[src/design/led_hold_and_beep_pattern_sequencer_macros.svh]
// assertion macros for the led hold and beep pattern sequencer
// used by the top level only; no dependencies
`ifndef LED_HOLD_AND_BEEP_PATTERN_SEQUENCER_MACROS_SVH
`define LED_HOLD_AND_BEEP_PATTERN_SEQUENCER_MACROS_SVH

`ifndef ASSERT_OFF

// same-cycle implication, sampled on clk_i, off during reset
`define LHB_ASSERT_IMP(lbl, ante, cons) \
  lbl: assert property (@(posedge clk_i) disable iff (!rst_ni) (ante) |-> (cons)) \
    else $error("lhb assertion failed");

// next-cycle implication, sampled on clk_i, off during reset
`define LHB_ASSERT_NXT(lbl, ante, cons) \
  lbl: assert property (@(posedge clk_i) disable iff (!rst_ni) (ante) |=> (cons)) \
    else $error("lhb assertion failed");

`else

`define LHB_ASSERT_IMP(lbl, ante, cons)
`define LHB_ASSERT_NXT(lbl, ante, cons)

`endif

`endif

[src/design/lhb_pkg.sv]
// types, constants and helpers for the led hold and beep pattern sequencer
// no dependencies; imported by every module of the block

package lhb_pkg;

  // timer and register widths
  localparam int unsigned TIMER_W = 16;
  localparam int unsigned CFG_W   = 16;
  localparam int unsigned CFG_IDX_W = 3;
  localparam int unsigned LEVEL_W = 8;
  localparam int unsigned COUNT_W = 8;

  localparam logic [TIMER_W-1:0] TIMER_MAX = '1;
  localparam logic [LEVEL_W-1:0] LIT_THRESHOLD = 8'd127;

  // register reset values
  localparam logic [CFG_W-1:0] RST_LONG_HOLD  = 16'd1500;
  localparam logic [CFG_W-1:0] RST_SHORT_HOLD = 16'd250;
  localparam logic [CFG_W-1:0] RST_SHORT_BEEP = 16'd60;
  localparam logic [CFG_W-1:0] RST_SHORT_GAP  = 16'd80;
  localparam logic [CFG_W-1:0] RST_LONG_BEEP  = 16'd400;

  // beep counts of the cues
  localparam logic [COUNT_W-1:0] DOUBLE_BEEPS = 8'd2;
  localparam logic [COUNT_W-1:0] SINGLE_BEEP  = 8'd1;

  // lit bit positions
  localparam logic [2:0] LIT_NONE  = 3'b000;
  localparam logic [2:0] LIT_RED   = 3'b001;
  localparam logic [2:0] LIT_GREEN = 3'b010;
  localparam logic [2:0] LIT_BLUE  = 3'b100;

  typedef enum logic [2:0] {
    REQ_TICK    = 3'd0,
    REQ_COLOUR  = 3'd1,
    REQ_LED_OFF = 3'd2,
    REQ_BEEPS   = 3'd3,
    REQ_SUCCESS = 3'd4,
    REQ_ERROR   = 3'd5,
    REQ_SCAN    = 3'd6,
    REQ_WRITE   = 3'd7
  } req_e;

  typedef enum logic [CFG_IDX_W-1:0] {
    CFG_ACTIVE_HIGH = 3'd0,
    CFG_LONG_HOLD   = 3'd1,
    CFG_SHORT_HOLD  = 3'd2,
    CFG_SHORT_BEEP  = 3'd3,
    CFG_SHORT_GAP   = 3'd4,
    CFG_LONG_BEEP   = 3'd5
  } cfg_idx_e;

  // input beat
  typedef struct packed {
    logic [2:0]          req_type;
    logic [LEVEL_W-1:0]  red_level;
    logic [LEVEL_W-1:0]  green_level;
    logic [LEVEL_W-1:0]  blue_level;
    logic [COUNT_W-1:0]  beep_count;
    logic [15:0]         beep_on_ticks;
    logic [15:0]         beep_gap_ticks;
  } lhb_in_t;

  // result beat
  typedef struct packed {
    logic red_pin;
    logic green_pin;
    logic blue_pin;
    logic buzzer_pin;
  } lhb_out_t;

  // configuration register file contents
  typedef struct packed {
    logic             led_active_high;
    logic [CFG_W-1:0] long_hold;
    logic [CFG_W-1:0] short_hold;
    logic [CFG_W-1:0] short_beep;
    logic [CFG_W-1:0] short_gap;
    logic [CFG_W-1:0] long_beep;
  } lhb_cfg_t;

  // buzzer status towards the top level
  typedef struct packed {
    logic active_q;
    logic active_d;
  } lhb_buzz_sts_t;

  // clamp a 16-bit length to the timer range
  function automatic logic [TIMER_W-1:0] sat_timer(input logic [15:0] v);
    logic [31:0] wide;
    wide = 32'(v);
    if (wide > 32'(TIMER_MAX)) begin
      return TIMER_MAX;
    end
    return TIMER_W'(v);
  endfunction

endpackage

[src/design/lhb_cfg_regs.sv]
// configuration registers of the led hold and beep pattern sequencer
// depends on lhb_pkg

module lhb_cfg_regs
  import lhb_pkg::*;
(
  input  logic                 clk_i,
  input  logic                 rst_ni,
  input  logic                 cfg_we_i,
  input  logic [CFG_IDX_W-1:0] cfg_idx_i,
  input  logic [CFG_W-1:0]     cfg_data_i,
  output lhb_cfg_t             cfg_o
);

  lhb_cfg_t cfg_q, cfg_d;

  // decode the write
  always_comb begin
    cfg_d = cfg_q;
    if (cfg_we_i) begin
      case (cfg_idx_e'(cfg_idx_i))
        CFG_ACTIVE_HIGH: cfg_d.led_active_high = cfg_data_i[0];
        CFG_LONG_HOLD:   cfg_d.long_hold       = cfg_data_i;
        CFG_SHORT_HOLD:  cfg_d.short_hold      = cfg_data_i;
        CFG_SHORT_BEEP:  cfg_d.short_beep      = cfg_data_i;
        CFG_SHORT_GAP:   cfg_d.short_gap       = cfg_data_i;
        CFG_LONG_BEEP:   cfg_d.long_beep       = cfg_data_i;
        default:         cfg_d = cfg_q;
      endcase
    end
  end

  always_ff @(posedge clk_i or negedge rst_ni) begin
    if (!rst_ni) begin
      cfg_q.led_active_high <= 1'b1;
      cfg_q.long_hold       <= RST_LONG_HOLD;
      cfg_q.short_hold      <= RST_SHORT_HOLD;
      cfg_q.short_beep      <= RST_SHORT_BEEP;
      cfg_q.short_gap       <= RST_SHORT_GAP;
      cfg_q.long_beep       <= RST_LONG_BEEP;
    end else begin
      cfg_q <= cfg_d;
    end
  end

  assign cfg_o = cfg_q;

endmodule

[src/design/lhb_led_ctrl.sv]
// led colour and hold countdown of the sequencer
// depends on lhb_pkg

module lhb_led_ctrl
  import lhb_pkg::*;
(
  input  logic     clk_i,
  input  logic     rst_ni,
  input  logic     step_i,
  input  lhb_in_t  item_i,
  input  lhb_cfg_t cfg_i,
  output logic [2:0] lit_d_o
);

  logic [2:0]         lit_q, lit_d;
  logic               hold_pend_q, hold_pend_d;
  logic [TIMER_W-1:0] hold_left_q, hold_left_d;
  logic [2:0]         paint;

  // a component above the threshold counts as lit
  assign paint = {item_i.blue_level  > LIT_THRESHOLD,
                  item_i.green_level > LIT_THRESHOLD,
                  item_i.red_level   > LIT_THRESHOLD};

  // next led state for the item in the input stage
  always_comb begin
    lit_d       = lit_q;
    hold_pend_d = hold_pend_q;
    hold_left_d = hold_left_q;
    if (step_i) begin
      case (req_e'(item_i.req_type))
        REQ_TICK: begin
          if (hold_pend_q) begin
            if (hold_left_q <= TIMER_W'(1)) begin
              hold_pend_d = 1'b0;
              hold_left_d = '0;
              lit_d       = LIT_NONE;
            end else begin
              hold_left_d = hold_left_q - TIMER_W'(1);
            end
          end
        end
        REQ_COLOUR: begin
          hold_pend_d = 1'b0;
          lit_d       = paint;
        end
        REQ_LED_OFF: lit_d = LIT_NONE;
        REQ_BEEPS:   lit_d = lit_q;
        REQ_SUCCESS: begin
          lit_d       = LIT_GREEN;
          hold_pend_d = 1'b1;
          hold_left_d = sat_timer(cfg_i.long_hold);
        end
        REQ_ERROR: begin
          lit_d       = LIT_RED;
          hold_pend_d = 1'b1;
          hold_left_d = sat_timer(cfg_i.long_hold);
        end
        REQ_SCAN: begin
          lit_d       = LIT_BLUE;
          hold_pend_d = 1'b1;
          hold_left_d = sat_timer(cfg_i.short_hold);
        end
        REQ_WRITE: begin
          lit_d       = LIT_BLUE;
          hold_pend_d = 1'b1;
          hold_left_d = sat_timer(cfg_i.long_hold);
        end
        default: lit_d = lit_q;
      endcase
    end
  end

  always_ff @(posedge clk_i or negedge rst_ni) begin
    if (!rst_ni) begin
      lit_q       <= LIT_NONE;
      hold_pend_q <= 1'b0;
      hold_left_q <= '0;
    end else begin
      lit_q       <= lit_d;
      hold_pend_q <= hold_pend_d;
      hold_left_q <= hold_left_d;
    end
  end

  assign lit_d_o = lit_d;

endmodule

[src/design/lhb_buzz_ctrl.sv]
// beep pattern sequencer: beep count, on and gap countdowns
// depends on lhb_pkg

module lhb_buzz_ctrl
  import lhb_pkg::*;
(
  input  logic          clk_i,
  input  logic          rst_ni,
  input  logic          step_i,
  input  lhb_in_t       item_i,
  input  lhb_cfg_t      cfg_i,
  output lhb_buzz_sts_t sts_o
);

  logic               active_q, active_d;
  logic [COUNT_W-1:0] beeps_q, beeps_d;
  logic [TIMER_W-1:0] on_left_q, on_left_d;
  logic [TIMER_W-1:0] gap_left_q, gap_left_d;
  logic [TIMER_W-1:0] pat_on_q, pat_on_d;
  logic [TIMER_W-1:0] pat_gap_q, pat_gap_d;

  // next buzzer state for the item in the input stage
  always_comb begin
    active_d   = active_q;
    beeps_d    = beeps_q;
    on_left_d  = on_left_q;
    gap_left_d = gap_left_q;
    pat_on_d   = pat_on_q;
    pat_gap_d  = pat_gap_q;
    if (step_i) begin
      case (req_e'(item_i.req_type))
        REQ_TICK: begin
          if (active_q) begin
            // beep running
            if (on_left_q <= TIMER_W'(1)) begin
              active_d  = 1'b0;
              on_left_d = '0;
              if (beeps_q != '0) begin
                gap_left_d = pat_gap_q;
              end
            end else begin
              on_left_d = on_left_q - TIMER_W'(1);
            end
          end else if (beeps_q != '0) begin
            // in a gap
            if (gap_left_q <= TIMER_W'(1)) begin
              gap_left_d = '0;
              beeps_d    = beeps_q - COUNT_W'(1);
              on_left_d  = pat_on_q;
              active_d   = 1'b1;
            end else begin
              gap_left_d = gap_left_q - TIMER_W'(1);
            end
          end
        end
        REQ_BEEPS: begin
          beeps_d    = item_i.beep_count;
          pat_on_d   = sat_timer(item_i.beep_on_ticks);
          pat_gap_d  = sat_timer(item_i.beep_gap_ticks);
          gap_left_d = '0;
        end
        REQ_SUCCESS, REQ_WRITE: begin
          beeps_d    = DOUBLE_BEEPS;
          pat_on_d   = sat_timer(cfg_i.short_beep);
          pat_gap_d  = sat_timer(cfg_i.short_gap);
          gap_left_d = '0;
        end
        REQ_ERROR: begin
          beeps_d    = SINGLE_BEEP;
          pat_on_d   = sat_timer(cfg_i.long_beep);
          pat_gap_d  = '0;
          gap_left_d = '0;
        end
        default: active_d = active_q;
      endcase
    end
  end

  always_ff @(posedge clk_i or negedge rst_ni) begin
    if (!rst_ni) begin
      active_q   <= 1'b0;
      beeps_q    <= '0;
      on_left_q  <= '0;
      gap_left_q <= '0;
      pat_on_q   <= '0;
      pat_gap_q  <= '0;
    end else begin
      active_q   <= active_d;
      beeps_q    <= beeps_d;
      on_left_q  <= on_left_d;
      gap_left_q <= gap_left_d;
      pat_on_q   <= pat_on_d;
      pat_gap_q  <= pat_gap_d;
    end
  end

  assign sts_o.active_q = active_q;
  assign sts_o.active_d = active_d;

endmodule

[src/design/led_hold_and_beep_pattern_sequencer.sv]
// led hold and beep pattern sequencer, top level
// depends on lhb_pkg, lhb_cfg_regs, lhb_led_ctrl, lhb_buzz_ctrl and the macros header
//
// usage:
//   input channel (in_valid_i / in_ready_o / in_data_i) carries one beat per
//   tick or command; output channel (out_valid_o / out_ready_i / out_data_o)
//   returns one beat of pin levels for every input beat, in order.
//   configuration is a plain write port (cfg_we_i, cfg_idx_i, cfg_data_i),
//   written while no beat is in flight; indexes above five are dropped.
// path: a beat accepted is registered in the input stage; once the result
//   register is free, the led and buzzer state is updated from it and its
//   result is loaded into the output register.
// throughput: one beat per cycle while the output is not stalled; the state
//   update is one led/buzzer next-state pass between input and result stage.
// reset: led unlit, no hold, buzzer silent, no pattern, registers at their
//   defaults (active-high legs, holds 1500/250, beeps 60/80/400 ticks).
// stall: a waiting result stays in the output register; the input stage
//   keeps accepting until it is full too, then in_ready_o drops.

`include "led_hold_and_beep_pattern_sequencer_macros.svh"

module led_hold_and_beep_pattern_sequencer
  import lhb_pkg::*;
(
  input  logic                 clk_i,
  input  logic                 rst_ni,
  input  logic                 in_valid_i,
  output logic                 in_ready_o,
  input  lhb_in_t              in_data_i,
  output logic                 out_valid_o,
  input  logic                 out_ready_i,
  output lhb_out_t             out_data_o,
  input  logic                 cfg_we_i,
  input  logic [CFG_IDX_W-1:0] cfg_idx_i,
  input  logic [CFG_W-1:0]     cfg_data_i
);

  lhb_cfg_t      cfg;
  lhb_buzz_sts_t buzz_sts;
  logic [2:0]    lit_d;

  logic     in_vld_q, in_vld_d;
  lhb_in_t  in_q;
  logic     out_vld_q, out_vld_d;
  lhb_out_t out_q, out_d;
  logic     res_load;
  logic     step;

  // handshake: the result register frees when empty or being taken
  assign res_load   = !out_vld_q || out_ready_i;
  assign step       = in_vld_q && res_load;
  assign in_ready_o = !in_vld_q || res_load;

  // input stage
  assign in_vld_d = (in_valid_i && in_ready_o) || (in_vld_q && !res_load);

  always_ff @(posedge clk_i or negedge rst_ni) begin
    if (!rst_ni) begin
      in_vld_q <= 1'b0;
    end else begin
      in_vld_q <= in_vld_d;
    end
  end

  always_ff @(posedge clk_i) begin
    if (in_valid_i && in_ready_o) begin
      in_q <= in_data_i;
    end
  end

  lhb_cfg_regs u_cfg (
    .clk_i      (clk_i),
    .rst_ni     (rst_ni),
    .cfg_we_i   (cfg_we_i),
    .cfg_idx_i  (cfg_idx_i),
    .cfg_data_i (cfg_data_i),
    .cfg_o      (cfg)
  );

  lhb_led_ctrl u_led (
    .clk_i   (clk_i),
    .rst_ni  (rst_ni),
    .step_i  (step),
    .item_i  (in_q),
    .cfg_i   (cfg),
    .lit_d_o (lit_d)
  );

  lhb_buzz_ctrl u_buzz (
    .clk_i  (clk_i),
    .rst_ni (rst_ni),
    .step_i (step),
    .item_i (in_q),
    .cfg_i  (cfg),
    .sts_o  (buzz_sts)
  );

  // pin levels after polarity
  always_comb begin
    out_d.red_pin    = lit_d[0] ^ ~cfg.led_active_high;
    out_d.green_pin  = lit_d[1] ^ ~cfg.led_active_high;
    out_d.blue_pin   = lit_d[2] ^ ~cfg.led_active_high;
    out_d.buzzer_pin = buzz_sts.active_d;
  end

  // result stage
  assign out_vld_d = step || (out_vld_q && !out_ready_i);

  always_ff @(posedge clk_i or negedge rst_ni) begin
    if (!rst_ni) begin
      out_vld_q <= 1'b0;
    end else begin
      out_vld_q <= out_vld_d;
    end
  end

  always_ff @(posedge clk_i) begin
    if (step) begin
      out_q <= out_d;
    end
  end

  assign out_valid_o = out_vld_q;
  assign out_data_o  = out_q;

  // checks
  `LHB_ASSERT_NXT(a_in_stage_holds, in_vld_q && !res_load, in_vld_q && $stable(in_q))
  `LHB_ASSERT_NXT(a_step_gives_result, step, out_vld_q)
  `LHB_ASSERT_IMP(a_buzz_moves_on_tick, step && (in_q.req_type != REQ_TICK),
                  buzz_sts.active_d == buzz_sts.active_q)

endmodule

[config.mk]
export PLATFORM = sky130hd
export DESIGN_NAME = led_hold_and_beep_pattern_sequencer
export DESIGN_NICKNAME = d
export VERILOG_FILES = /design/src/design/lhb_pkg.sv /design/src/design/lhb_cfg_regs.sv /design/src/design/lhb_led_ctrl.sv /design/src/design/lhb_buzz_ctrl.sv /design/src/design/led_hold_and_beep_pattern_sequencer.sv
export VERILOG_INCLUDE_DIRS = /design/src /design/src/design
export SDC_FILE = /design/constraint.sdc
export NUM_CORES = 1
export LEC_CHECK = 0
export BUFFER_PORTS_ARGS = -buffer_cell sky130_fd_sc_hd__buf_2
export CAP_MARGIN = 20
export CORE_MARGIN = 2
export CORE_UTILIZATION = 25
export DETAILED_ROUTE_END_ITERATION = 6
export MAX_ROUTING_LAYER = met4
export PLACE_DENSITY = 0.44
export SLEW_MARGIN = 30
export SYNTH_ARGS = -nofsm -noshare
export SYNTH_HDL_FRONTEND = slang
export SYNTH_HIERARCHICAL = 1
export SYNTH_SLANG_ARGS = --single-unit
[constraint.sdc]
create_clock -name clk_i -period 3 [get_ports clk_i]
set_input_delay 0.6 -clock clk_i [delete_from_list [all_inputs] [get_ports clk_i]]
set_output_delay 0.6 -clock clk_i [all_outputs]
set_load 0.02 [all_outputs]
==> results of run 1 <==
## path summary, 6_finish.rpt
path	endpoint	slack, ns	depth (start not counted)
worst min register to register	u_buzz/pat_on_q[5]$_DFFE_PN0P_	0.49	2
max in group asynchronous	u_cfg/cfg_o[80]$_DFFE_PN1P_	2.21	2
min in group clk_i	in_q[18]$_DFFE_PP_	0.22	1
worst min-delay path	u_buzz/beeps_q[5]$_DFFE_PN0P_	-0.002	1
worst max register to register	u_buzz/on_left_q[12]$_DFFE_PN0P_	0.38	7
worst max-delay path	u_buzz/on_left_q[12]$_DFFE_PN0P_	0.38	7
## flip-flops by register name (all words and copies together), names as in the netlist
signal	cells
u_cfg/cfg_o	81
in_q	46
u_buzz/gap_left_q	16
u_buzz/on_left_q	16
u_buzz/pat_gap_q	16
u_buzz/pat_on_q	16
u_led/hold_left_q	16
u_buzz/beeps_q	8
out_data_o	4
u_led/lit_q	3
in_vld_q	1
out_valid_o	1
u_buzz/active_q	1
u_led/hold_pend_q	1
## critical path: cells and delay by family (launching register included)
kind / cells / cell delay [ns]
flops: 1 / 0.37
simple gates: 2 / 1.02
buf+inv: 1 / 0.09
compound gates: 3 / 0.78
fa+ha+maj: 1 / 0.23
## cells in the final DEF (no fill, tap or decap), types with 23 or more instances in the layout
master	n
inv_1	36
edfxtp_1	50
nor2_1	65
buf_4	34
o22ai_1	23
dfstp_2	23
clkbuf_16	27
nand2_1	76
o21ai_0	63
dfrtp_1	153
buf_2	74
a21oi_1	57
nand3_1	25
mux2_2	62
## layout make-up
type / count / area share
repair buffers: 111 / 0.0516
flip-flops and latches: 226 / 0.452
multi-input cells: 670 / 0.363
clock buffers: 40 / 0.0598
inverters: 37 / 0.0106
clock inverters: 10 / 0.00630
well taps: 592 / 0.0565
## power groups by stage
| stage | sequential, µW | combinational, µW | clock, µW |
|---|---|---|---|
| finish | 4210 | 1570 | 3200 |
| global placement | 4250 | 1560 | 0 |
| detailed placement | 4260 | 1580 | 0 |
| CTS | 4210 | 1590 | 3320 |
| floorplan | 4100 | 1160 | 0 |
| global route | 4300 | 1770 | 3450 |
## through the flow
step           area [µm²]   util  hold slack [ns]  power (µW)  cells
2_1_floorplan       11200      -            0.304        5260    998
3_3_place_gp        12200  0.277            0.473        5800   1636
3_5_place_dp        12200  0.277            0.478        5840   1636
4_1_cts             13100  0.297           0.0188        9110   1686
5_1_grt             13100  0.297           0.0166        9510   1686
6_report            13100  0.297         -0.00217        8980   1686
## routing by layer
metal  part of all wire  routed length (µm)  up-vias  global-route usage
met5                  0                   0        -                   -
met4              0.014                 446        0              0.0331
met3              0.028                 875       30              0.0165
met2               0.48               14800      139               0.224
met1               0.48               15000     4076               0.189
li1                   -                   -     3902                   -
==> flow_summary.json, run 1 <==
{
  "status": "finished, violations left",
  "violations": "negative hold slack",
  "cts_resized": 0,
  "combPwrFrac": 0.175,
  "first_pass_iters": 5,
  "die_x_um": 216,
  "fmaxAchievable_ghz": 0.381,
  "crit_top_cell": "o221ai_1",
  "insertion_delay_ns": 0.55,
  "num_antenna_cells": 0,
  "dpl_worst_slack_ns": 0.352,
  "crit_slowest_cell": "or4b_1",
  "start_util": 0.253,
  "regArea_um2": 5930,
  "fill_cells": 4579,
  "rows": 77,
  "antenna_found_initial": 0,
  "routed_wl_um": 31000,
  "clock-sinks": 226,
  "drtIter0Drc": 493,
  "drcViolationCount": 0,
  "cts_max_path_buffers": 3,
  "hold_viol_final": 1,
  "viasPerCell": 4.83,
  "syn_avg_cell_area_um2": 11.2,
  "max_stage_delay_ns": 0.58,
  "worstMarginPinSlew_ns": 0.747,
  "power_switching_uw": 2570,
  "synth_nets": 1096,
  "post_cts_buffers": 0,
  "drv_slew": 0,
  "path_clk_slew_ns": 0.06,
  "antenna_left": 0,
  "rsz0062_at_grt": "no",
  "grt_max_degree": 55,
  "powerDensity_nw_per_um2": 685,
  "cts_max_level": 1,
  "areaGrowthSynthToFinish_pct": 17.1,
  "dp_hpwl_um": 21900,
  "ioPinCount": 97,
  "cp-startpoint": "u_buzz/beeps_q[0]$_DFFE_PN0P_",
  "p_int_uw": 6410,
  "die_h_um": 216,
  "sw_frac_of_total": 0.286,
  "p_seq_frac": 0.469,
  "track_usage": 0.140,
  "critPathKind": "flip-flop to flip-flop",
  "cts_tree": "done",
  "crit_required_ns": 3.41,
  "critPathLaunchType": "flip-flop",
  "setup_viol_count_final": 0,
  "post-route-min-period_ns": 2.62,
  "skew_ns": 0.0127,
  "critPathMaxFanout": 13,
  "fin_ws_ns": 0.378,
  "p_clk_frac": 0.357,
  "tns_ns": 0,
  "hold_ws_ns": -0.00217,
  "portBuffers": 75,
  "arrival_ns": 3.03,
  "multiInputGateArea_um2": 4760,
  "core_area_um2": 44200,
  "cp-end-kind": "flip-flop",
  "gp_congestion": 0.834,
  "yosys_warnings": 6,
  "vias": 8147,
  "syn_inst": 998,
  "grt_pass1_wl_um": 49900,
  "relSlewSlack": 0.502,
  "max_cap_violations": 0,
  "overflow": 0,
  "design.die.area_um2": 46500,
  "final_nets": 1171,
  "rr_startpoint": "u_buzz/beeps_q[0]$_DFFE_PN0P_",
  "ir_worst_vdd_v": 0.000387,
  "wl_per_cell_um": 18.4,
  "syn_area_um2": 11200,
  "min-delay-path-class": "primary input to async pin",
  "cts_buffers": 27,
  "post-route-period-util": 0.874,
  "first_global_vias": 8312,
  "root_buffer": "clkbuf_16",
  "drive_above_1_share": 0.269,
  "hold_buffers": 0,
  "p_leak_uw": 0.00531,
  "path_cells": "inv_1 -> ha_1 -> or4b_1 -> o221ai_1 -> o21a_1 -> or2_1 -> o221ai_1"
}
Power figures use the tool's default switching activity.
==> run 2, diff against run 1 <==
--- a/config.mk
+++ b/config.mk
@@ -6,13 +6,13 @@
 export SDC_FILE = /design/constraint.sdc
 export NUM_CORES = 1
 export LEC_CHECK = 0
-export BUFFER_PORTS_ARGS = -buffer_cell sky130_fd_sc_hd__buf_2
 export CAP_MARGIN = 20
-export CORE_MARGIN = 2
+export CORE_MARGIN = 1.5
 export CORE_UTILIZATION = 25
 export DETAILED_ROUTE_END_ITERATION = 6
+export DONT_BUFFER_PORTS = 1
 export MAX_ROUTING_LAYER = met4
-export PLACE_DENSITY = 0.44
+export PLACE_DENSITY = 0.42
 export SLEW_MARGIN = 30
 export SYNTH_ARGS = -nofsm -noshare
 export SYNTH_HDL_FRONTEND = slang
==> constraint.sdc (replaced) <==
create_clock -name clk_i -period 3 [get_ports clk_i]
set_input_delay 0 -clock clk_i [delete_from_list [all_inputs] [get_ports clk_i]]
set_output_delay 0 -clock clk_i [all_outputs]
set_load 0.02 [all_outputs]
==> run 2 against run 1 <==
  * The flow still finishes with violations (negative hold slack)
  * Sequential power about the same
  * Final cell count down 0.59%
  * Via count up 0.56%
  * Setup slack got worse by 0.033 ns
  * Routed wire length grew 4.9%
  * Critical endpoint is now u_buzz/on_left_q[6]$_DFFE_PN0P_
==> flow_summary.json, run 2 (synthesized netlist as in run 1, its figures left out) <==
{
  "dp_hpwl_um": 21300,
  "relSlewSlack": 0.425,
  "core_area_um2": 44200,
  "fin_ws_ns": 0.345,
  "first_global_vias": 8317,
  "cp-startpoint": "out_valid_o$_DFF_PN0_",
  "violations": "negative hold slack",
  "viasPerCell": 4.89,
  "final_cell_mix": "dfrtp_1, nand2_1, dlygate4sd3_1",
  "track_usage": 0.146,
  "root_buffer": "clkbuf_16",
  "worstMarginPinSlew_ns": 0.862,
  "critPathMaxFanout": 13,
  "max_stage_delay_ns": 0.76,
  "antenna_found_initial": 3,
  "post-place-cells": 1553,
  "routed_wl_um": 32600,
  "cts_tree": "done",
  "drive_above_1_share": 0.195,
  "clock-sinks": 226,
  "areaGrowthSynthToFinish_pct": 19.6,
  "cts_max_path_buffers": 3,
  "tns_ns": 0,
  "crit_required_ns": 3.44,
  "rows": 77,
  "setup_viol_count_final": 0,
  "power_uw": 9120,
  "powerDensity_nw_per_um2": 680,
  "cts_max_level": 1,
  "dpl_worst_slack_ns": 0.357,
  "grt_max_degree": 177,
  "ioPinCount": 97,
  "cpLargestDelayFamily": "simple AND/OR/NAND/NOR gates",
  "cts_resized": 0,
  "path_clk_slew_ns": 0.06,
  "hold_buffers": 69,
  "ir_worst_vdd_v": 0.000426,
  "die_x_um": 215,
  "portBuffers": 0,
  "critPathLaunchType": "flip-flop",
  "max_cap_violations": 0,
  "status": "finished, violations left",
  "fin_area_um2": 13400,
  "hold_viol_final": 176,
  "rsz0062_at_grt": "no",
  "final_nets": 1158,
  "drtIter0Drc": 528,
  "drcViolationCount": 0,
  "cp-end-kind": "flip-flop",
  "post-route-period-util": 0.885,
  "r2r_cells": 5,
  "critPathKind": "flip-flop to flip-flop",
  "design.die.area_um2": 46100,
  "vias": 8193,
  "insertion_delay_ns": 0.57,
  "cp.depth": 5,
  "crit_slowest_cell": "or4b_1",
  "post_cts_buffers": 0,
  "overflow": 0,
  "first_pass_iters": 7,
  "grt_pass1_wl_um": 51300,
  "post-route-min-period_ns": 2.65,
  "hold_ws_ns": -0.872,
  "cts_buffers": 28,
  "gp_congestion": 0.796,
  "min-delay-path-class": "primary input to async pin",
  "rr_startpoint": "out_valid_o$_DFF_PN0_",
  "cp.buffers_inverters": 0,
  "arrival_ns": 3.10,
  "largest_register_ffs": 81,
  "skew_ns": 0.0197,
  "p_leak_uw": 0.00527,
  "path_cells": "nand2b_1 -> and2_1 -> or4b_1 -> or2_1 -> a221o_2",
  "fmaxAchievable_ghz": 0.377,
  "layout_commonest_cell": "dfrtp_1",
  "instances_no_fill": 1676,
  "antenna_left": 0,
  "start_util": 0.253,
  "wl_per_cell_um": 19.4,
  "dpl_cell_area_um2": 11800,
  "die_h_um": 215,
  "drv_slew": 0
}
-- run 2: per-stage QoR --
step,util,hold WS (ns)
final,0.303,-0.872
after global placement,0.267,-0.282
after CTS,0.303,-0.904
after floorplan,-,-0.296
after detailed placement,0.267,-0.281
after global routing,0.303,-0.903
-- run 2: per-layer routing --
metal | share of wire | up-vias | track usage
li1 | - | 3886 | -
met1 | 0.47 | 4114 | 0.196
met2 | 0.47 | 148 | 0.227
met3 | 0.038 | 45 | 0.0203
met4 | 0.022 | 0 | 0.0441
met5 | 0 | - | -
-- run 2: where the power goes --
group | leakage (µW) | internal [µW] | switching (µW)
registers | 0.00256 | 3770 | 449
clock network | 0.000442 | 2000 | 1380
logic | 0.00227 | 765 | 743
-- run 2: path summary, 6_finish.rpt --
check | end | slack (ns)
max | u_buzz/on_left_q[6]$_DFFE_PN0P_ | 0.35
min | u_buzz/beeps_q[6]$_DFFE_PN0P_ | -0.87
max reg2reg | u_buzz/on_left_q[6]$_DFFE_PN0P_ | 0.35
min reg2reg | u_buzz/pat_on_q[5]$_DFFE_PN0P_ | 0.48
min in group clk_i | in_q[66]$_DFFE_PP_ | 0
max in group asynchronous | u_cfg/cfg_o[72]$_DFFE_PN1P_ | 3.37
-- run 2: area by class of cell --
| cell class | count | area, µm² |
|---|---|---|
| Sequential cell | 226 | 5930 |
| Clock buffer | 36 | 741 |
| Multi-Input combinational cell | 670 | 4760 |
| Clock inverter | 16 | 171 |
| Antenna cell | 2 | 5.00 |
| Timing Repair Buffer | 97 | 913 |
| Tap cell | 592 | 741 |
| Inverter | 37 | 139 |
| Fill cell | 4521 | 30800 |
==> run 3, diff against run 2 <==
==> constraint.sdc (replaced) <==
create_clock -name clk_i -period 3 [get_ports clk_i]
set_input_delay 0.6 -clock clk_i [delete_from_list [all_inputs] [get_ports clk_i]]
set_output_delay 0.6 -clock clk_i [all_outputs]
set_load 0.02 [all_outputs]
==> run 3 against run 2 <==
  * The flow still finishes with violations (negative hold slack)
  * Maximum frequency grew 3.4%
  * Final cell count decreased by 3.8%
  * Sequential power about the same
  * Critical endpoint is now u_buzz/on_left_q[7]$_DFFE_PN0P_
  * Design area is 4.6% lower
  * Clock power grew 2%
  * Worst hold slack better by 0.62 ns
  * Core utilization down 1.4 points
  * Highest routed layer unchanged
  * Total power barely moved
  * Combinational power is 6% lower
==> flow_summary.json, run 3 (synthesized netlist as in run 1, its figures left out) <==
{
  "status": "finished, violations left",
  "violations": "negative hold slack",
  "post_cts_buffers": 0,
  "powerDensity_nw_per_um2": 712,
  "viasPerCell": 4.86,
  "relSlewSlack": 0.494,
  "post-route-period-util": 0.856,
  "portBuffers": 0,
  "antenna_found_initial": 0,
  "max_stage_delay_ns": 0.54,
  "post-route-min-period_ns": 2.57,
  "routed_wl_um": 31800,
  "final_cell_mix": "dfrtp_1, nand2_1, nor2_1",
  "rsz0062_at_grt": "no",
  "setup_viol_count_final": 0,
  "max_cap_violations": 0,
  "vias": 7827,
  "min-delay-path-class": "primary input to async pin",
  "root_buffer": "clkbuf_16",
  "fin_area_um2": 12800,
  "final_nets": 1096,
  "cp.buffers_inverters": 1,
  "fin_ws_ns": 0.432,
  "critPathMaxFanout": 13,
  "ioPinCount": 97,
  "worstMarginPinSlew_ns": 0.756,
  "crit_top_cell": "o221ai_1",
  "critPathLaunchType": "flip-flop",
  "core_area_um2": 44200,
  "first_global_vias": 7886,
  "dpl_cell_area_um2": 11800,
  "antenna_left": 0,
  "crit_required_ns": 3.40,
  "skew_ns": 0.00934,
  "drv_slew": 0,
  "largest_register_ffs": 81,
  "grt_pass1_wl_um": 49400,
  "clock-sinks": 226,
  "arrival_ns": 2.97,
  "p_leak_uw": 0.00505,
  "cpLargestDelayFamily": "simple AND/OR/NAND/NOR gates",
  "start_util": 0.253,
  "wl_per_cell_um": 19.7,
  "cts_max_path_buffers": 3,
  "crit_slowest_cell": "or4b_1",
  "die_x_um": 215,
  "dp_hpwl_um": 21500,
  "dpl_worst_slack_ns": 0.424,
  "ir_worst_vdd_v": 0.000444,
  "path_cells": "inv_1 -> ha_1 -> or4b_1 -> o221ai_1 -> o21a_1 -> or2_1 -> o221ai_1",
  "path_clk_slew_ns": 0.06,
  "cts_buffers": 28,
  "layout_commonest_cell": "dfrtp_1",
  "first_pass_iters": 5,
  "areaGrowthSynthToFinish_pct": 14.2,
  "drtIter0Drc": 588,
  "critPathKind": "flip-flop to flip-flop",
  "design.die.area_um2": 46100,
  "cts_max_level": 1,
  "drcViolationCount": 0,
  "hold_ws_ns": -0.255,
  "grt_max_degree": 177,
  "hold_viol_final": 153,
  "drive_above_1_share": 0.214,
  "cts_tree": "done",
  "cts_resized": 0,
  "gp_congestion": 0.810,
  "die_h_um": 215,
  "insertion_delay_ns": 0.55,
  "track_usage": 0.141,
  "cp-end-kind": "flip-flop",
  "overflow": 0,
  "rows": 77,
  "tns_ns": 0,
  "num_antenna_cells": 0,
  "fmaxAchievable_ghz": 0.389
}
==> run 3: changes by cell type in the layout (fill, tap and decap cells not counted), moves of 2 or more <==
cell and delta:
clkbuf_16 +2, buf_4 +8, clkinvlp_4 -2, diode_2 -2, clkbuf_8 +5, dlygate4sd3_1 -69
==> run 3: cell type report <==
cell class,count,area [µm²]
sequential,226,5930
timing repair buffer,35,263
inverter,37,139
tap,592,741
clock inverter,9,92.6
fill,4560,31400
clock buffer,43,860
multi-input combinational,670,4760
==> run 3: per-stage QoR <==
step	utilization	power [µW]	hold WS (ns)	cells
floorplan	-	5260	0.304	998
global placement	0.268	5660	0.317	1560
detailed placement	0.268	5690	0.317	1560
CTS	0.289	9240	-0.283	1612
global route	0.289	9600	-0.290	1612
finish	0.289	9110	-0.255	1612
==> run 3: metal layers <==
layer	part of all wire	vias up	routed length (µm)	global-route usage
met3	0.036	33	1150	0.0218
met4	0.015	0	465	0.0331
met1	0.48	3904	15300	0.191
met2	0.47	140	14900	0.222
li1	-	3750	-	-
met5	0	-	0	-
==> run 3: power breakdown <==
part / switching (µW) / internal (µW) / leakage [µW]
registers: 453 / 3770 / 0.00256
logic: 707 / 709 / 0.00201
clock network: 1340 / 2130 / 0.000472
==> run 3: path summary, 6_finish.rpt <==
path	start	endpoint	slack, ns	cells after the start
max	u_buzz/beeps_q[0]$_DFFE_PN0P_	u_buzz/on_left_q[7]$_DFFE_PN0P_	0.43	7
min	rst_ni	u_buzz/beeps_q[6]$_DFFE_PN0P_	-0.25	0
max reg2reg	u_buzz/beeps_q[0]$_DFFE_PN0P_	u_buzz/on_left_q[7]$_DFFE_PN0P_	0.43	7
min reg2reg	u_buzz/pat_on_q[0]$_DFFE_PN0P_	u_buzz/pat_on_q[0]$_DFFE_PN0P_	0.47	2
max in group asynchronous	rst_ni	u_cfg/cfg_o[74]$_DFFE_PN1P_	2.82	0
min in group clk_i	in_data_i[47]	in_q[47]$_DFFE_PP_	0.14	0
